File: src/rtl/alisd_pkg.sv
// shared types, sizes and operation codes of the array list core
package alisd_pkg;

   localparam int MAX_ENTRIES = 64;
   localparam int DATA_W      = 32;
   localparam int POS_W       = 7;
   localparam int COUNT_W     = 7;
   localparam int IDX_W       = (MAX_ENTRIES > 1) ? $clog2(MAX_ENTRIES) : 1;
   localparam int CNT_W       = $clog2(MAX_ENTRIES + 1);
   localparam int CMP_W       = ((CNT_W > POS_W) ? CNT_W : POS_W) + 1;
   localparam int GROUP_SIZE  = 8;
   localparam int NUM_GROUPS  = (MAX_ENTRIES + GROUP_SIZE - 1) / GROUP_SIZE;

   localparam logic [1:0] ACT_INSERT = 2'd0;
   localparam logic [1:0] ACT_DELETE = 2'd1;
   localparam logic [1:0] ACT_CHANGE = 2'd2;
   localparam logic [1:0] ACT_FIND   = 2'd3;

   typedef logic [DATA_W-1:0] word_type;

   typedef struct packed {
      logic [1:0]               action;
      logic [POS_W-1:0]         position;
      logic signed [DATA_W-1:0] value;
   } req_type;

   typedef struct packed {
      logic                     ok;
      logic signed [DATA_W-1:0] result_value;
      logic [COUNT_W-1:0]       count_after;
   } rsp_type;

   typedef struct packed {
      logic             ins;
      logic             del;
      logic             chg;
      logic             fnd;
      logic [CMP_W-1:0] pos0;
      logic [CMP_W-1:0] len;
      word_type         val;
   } cell_ctrl_type;

endpackage

File: src/rtl/alisd_cell.sv
// one list slot: holds an entry, shifts with its neighbors, flags a hit
module alisd_cell (
   input  logic                    clock,
   input  alisd_pkg::cell_ctrl_type ctrl,
   input  logic [alisd_pkg::IDX_W-1:0] cell_index,
   input  alisd_pkg::word_type     left_data,
   input  alisd_pkg::word_type     right_data,
   output alisd_pkg::word_type     entry,
   output logic                    hit
);
   import alisd_pkg::*;

   word_type         data_ff;
   word_type         data_in;
   logic             hit_in;
   logic [CMP_W-1:0] idx_ext;

   assign idx_ext = CMP_W'(cell_index);

   always_comb begin
      data_in = data_ff;
      if (ctrl.ins) begin
         if (idx_ext > ctrl.pos0) begin
            data_in = left_data;
         end else if (idx_ext == ctrl.pos0) begin
            data_in = ctrl.val;
         end
      end
      if (ctrl.del && (idx_ext >= ctrl.pos0)) begin
         data_in = right_data;
      end
      if (ctrl.chg && (idx_ext == ctrl.pos0)) begin
         data_in = ctrl.val;
      end
      // hit is flagged against the entry as it stands before the update
      hit_in = (ctrl.del && (idx_ext == ctrl.pos0)) ||
               (ctrl.fnd && (idx_ext < ctrl.len) && (data_ff == ctrl.val));
   end

   always_ff @(posedge clock) begin
      data_ff <= data_in;
   end

   assign entry = data_ff;
   assign hit   = hit_in;

endmodule

File: config.mk
export PLATFORM = sky130hd
export DESIGN_NAME = alisd_cell
export DESIGN_NICKNAME = d
export VERILOG_FILES = /design/src/rtl/alisd_pkg.sv /design/src/rtl/alisd_cell.sv
export SDC_FILE = /design/constraint.sdc
export NUM_CORES = 1
export LEC_CHECK = 0
export ABC_AREA = 1
export BUFFER_PORTS_ARGS = -buffer_cell sky130_fd_sc_hd__buf_2
export CAP_MARGIN = 20
export CORE_ASPECT_RATIO = 1.25
export CORE_MARGIN = 2
export CORE_UTILIZATION = 30
export DETAILED_ROUTE_END_ITERATION = 12
export GPL_TIMING_DRIVEN = 0
export PLACE_DENSITY = 0.59
export SLEW_MARGIN = 5
export SYNTH_ARGS = -nofsm -noshare
export SYNTH_HDL_FRONTEND = slang
export SYNTH_SLANG_ARGS = --single-unit
File: constraint.sdc
create_clock -name clock -period 3.1 [get_ports clock]
set_input_delay 0.62 -clock clock [delete_from_list [all_inputs] [get_ports clock]]
set_output_delay 0.62 -clock clock [all_outputs]
set_load 0.05 [all_outputs]
==> results.json <==
{
  "status": "finished clean",
  "relSlewSlack_pct": 50.9,
  "cp.required_ns": 2.48,
  "n_antenna_cell": 0,
  "hold_class": "in -> reg",
  "design_area_um2": 4320,
  "routed_via_density": 4.38,
  "cp_max_fo": 3,
  "port-buffer-count": 154,
  "critPathTopFamily": "simple AND/OR/NAND/NOR gates",
  "leakage_nw": 2.60,
  "fp.dieH_um": 120,
  "maxCapViolations": 0,
  "post_cts_resize_count": 0,
  "clkTransAtPathRegs_ns": 0.05,
  "hold_viol": 0,
  "syn_to_final_growth_pct": 34.1,
  "gr-total-overflow": 0,
  "die_area_um2": 11600,
  "cts_setup_buffers": 0,
  "gp_congestion": 0.845,
  "crit_buf_inv": 2,
  "crit_type": "in -> out",
  "grt_pass1_wl_um": 15400,
  "min_path_cells": 5,
  "yosys.cell_types.count": 27,
  "ant_nets": 0,
  "via_count": 3345,
  "utilization_pct": 41.1,
  "clockBufferDepth": 2,
  "power_mw": 1.56,
  "grt_pass1_vias": 3373,
  "wl_per_cell_um": 12.4,
  "dp_hpwl_um": 7440,
  "fmax_ghz": 0.382,
  "power_per_cell_area_nw_per_um2": 361,
  "start_kind": "input port",
  "firstDrtPassIters": 4,
  "setup_violations": 0,
  "p_sw_uw": 494,
  "tightest_slew_ns": 0.736,
  "htree_num_levels": 2,
  "internal_power_mw": 1.06,
  "p_clk_share_pct": 35.6,
  "grt.total_usage_pct": 16.3,
  "cpPeakStageDelay_ns": 0.28,
  "numCtsBuffers": 5,
  "switching_share_pct": 31.7,
  "cts_root_buf": "clkbuf_16",
  "rsz0062_at_grt": "no",
  "path_common_cell": "nand2_1",
  "cp_num_cells": 10,
  "fin_crit_ns": 2.62,
  "first_iter_violations": 134,
  "arrival_ns": 2.00,
  "worst_slack_ns": 0.483,
  "drive_gt1_share_pct": 33.5,
  "critPathSlowestCell": "or2_2",
  "cts_hold_buf": 0,
  "seq_area_frac_synth_pct": 29.8,
  "num-fill-cells": 1158,
  "dp_slack_ns": 0.160,
  "cts_tree": "yes",
  "remaining_drc_errors": 0,
  "synth_area_per_cell_um2": 6.86,
  "die_x_um": 96.7,
  "end_kind": "primary output",
  "std_cell_rows": 42,
  "nets": 765,
  "drt_wl_total_um": 9510,
  "slew_viol_final": 0,
  "io_pins": 156,
  "clock_sinks": 32,
  "fin_tns_setup_ns": 0,
  "ys_ff_latch": 32,
  "largest_reg_flops": 32,
  "syn_nets": 604,
  "antenna_found_initial": 0,
  "power_frac_comb_pct": 30.0,
  "worstPathCellList": "buf_2, or2_2, a21oi_1, nand3_1, nor2_1, nand2_1, nor2_1, nand2_1, nand2_1, buf_2",
  "initial_core_util_pct": 30.7,
  "sequentialPowerShare_pct": 34.4,
  "grt_max_degree": 33,
  "netlist_area_um2": 3220,
  "yosys_warnings": 0,
  "netlist_instances": 470,
  "postPlaceCellArea_um2": 4160,
  "finalCritPeriodShare_pct": 84.4,
  "irDropWorstVdd_v": 0.000183,
  "core_area_um2": 10500
}
==> logic make-up after synthesis <==
kind of cell | count (synthesis) | synth area share [%]
AND/OR/NAND/NOR | 189 | 28.0
AO/OA/AOI/OAI | 41 | 9.86
XOR/XNOR | 26 | 7.07
flip-flops | 32 | 29.8
buffers and inverters | 171 | 21.0
adder cells (fa/ha/maj) | 11 | 4.27
==> per-stage QoR <==
stage                     std cells  hold slack (ns)
after floorplan                 470            0.913
after global placement          756             1.04
after detailed placement        756             1.04
after CTS                       764            0.751
after global routing            764            0.778
final                           764            0.755
==> area by class of cell <==
| type | count | area [um^2] | area share (%) |
|---|---|---|---|
| multi-input combinational | 267 | 1590 | 36.7 |
| sequential | 32 | 961 | 22.2 |
| timing repair buffer | 154 | 771 | 17.8 |
| inverter | 149 | 559 | 12.9 |
| tap | 132 | 165 | 3.82 |
| clock buffer | 5 | 125 | 2.90 |
| buffer | 22 | 118 | 2.72 |
| clock inverter | 3 | 37.5 | 0.869 |
==> Yosys cell counts <==
cell / count / area (um^2)
a21oi_1: 9 / 45.0
a21oi_2: 30 / 263
and3_1: 1 / 6.26
buf_1: 5 / 18.8
buf_2: 10 / 50.1
buf_6: 3 / 33.8
clkbuf_1: 4 / 15.0
clkinv_1: 1 / 3.75
edfxtp_1: 32 / 961
ha_1: 11 / 138
inv_1: 148 / 556
nand2_1: 96 / 360
nand2_2: 1 / 6.26
nand2_4: 1 / 11.3
nand3_1: 34 / 170
nand3_2: 1 / 10.0
nand3_4: 1 / 17.5
nand4_1: 37 / 231
nor2_1: 10 / 37.5
nor3_1: 2 / 10.0
nor3_4: 1 / 16.3
o21ai_0: 1 / 5.00
o21ai_1: 1 / 5.00
or2_2: 3 / 18.8
or3_1: 1 / 6.26
xnor2_1: 24 / 210
xor2_1: 2 / 17.5
==> placed cells by master, fill, tap and decap left out, drive strengths merged <==
cell type	instances
a21oi	39
and3	1
buf	172
bufinv	1
clkbuf	9
clkinv	3
edfxtp	32
ha	11
inv	148
nand2	98
nand3	36
nand4	37
nor2	10
nor3	3
o21ai	2
or2	3
or3	1
xnor2	24
xor2	2
==> routing by layer <==
layer	routed length [um]	share of wire (%)	vias up	global-route usage [%]
li1	-	-	1762	-
met1	3980	42	1471	19.1
met2	4910	52	100	30.3
met3	428	4.5	12	2.50
met4	193	2.0	0	5.28
met5	0	0	-	0
==> worst paths after layout <==
path / startpoint / endpoint / slack [ns]
min: ctrl[17] / entry[17]$_DFFE_PP_ / 0.76
max: ctrl[4] / hit / 0.48
==> power by group through the flow <==
stage | Clock (mW) | Sequential, mW | Combinational (mW)
finish | 0.555 | 0.536 | 0.467
global route | 0.585 | 0.539 | 0.520
CTS | 0.565 | 0.536 | 0.473
detailed placement | 0 | 0.545 | 0.471
global placement | 0 | 0.545 | 0.465
floorplan | 0 | 0.639 | 0.210
Note: power is estimated with default switching activity, not from simulation.
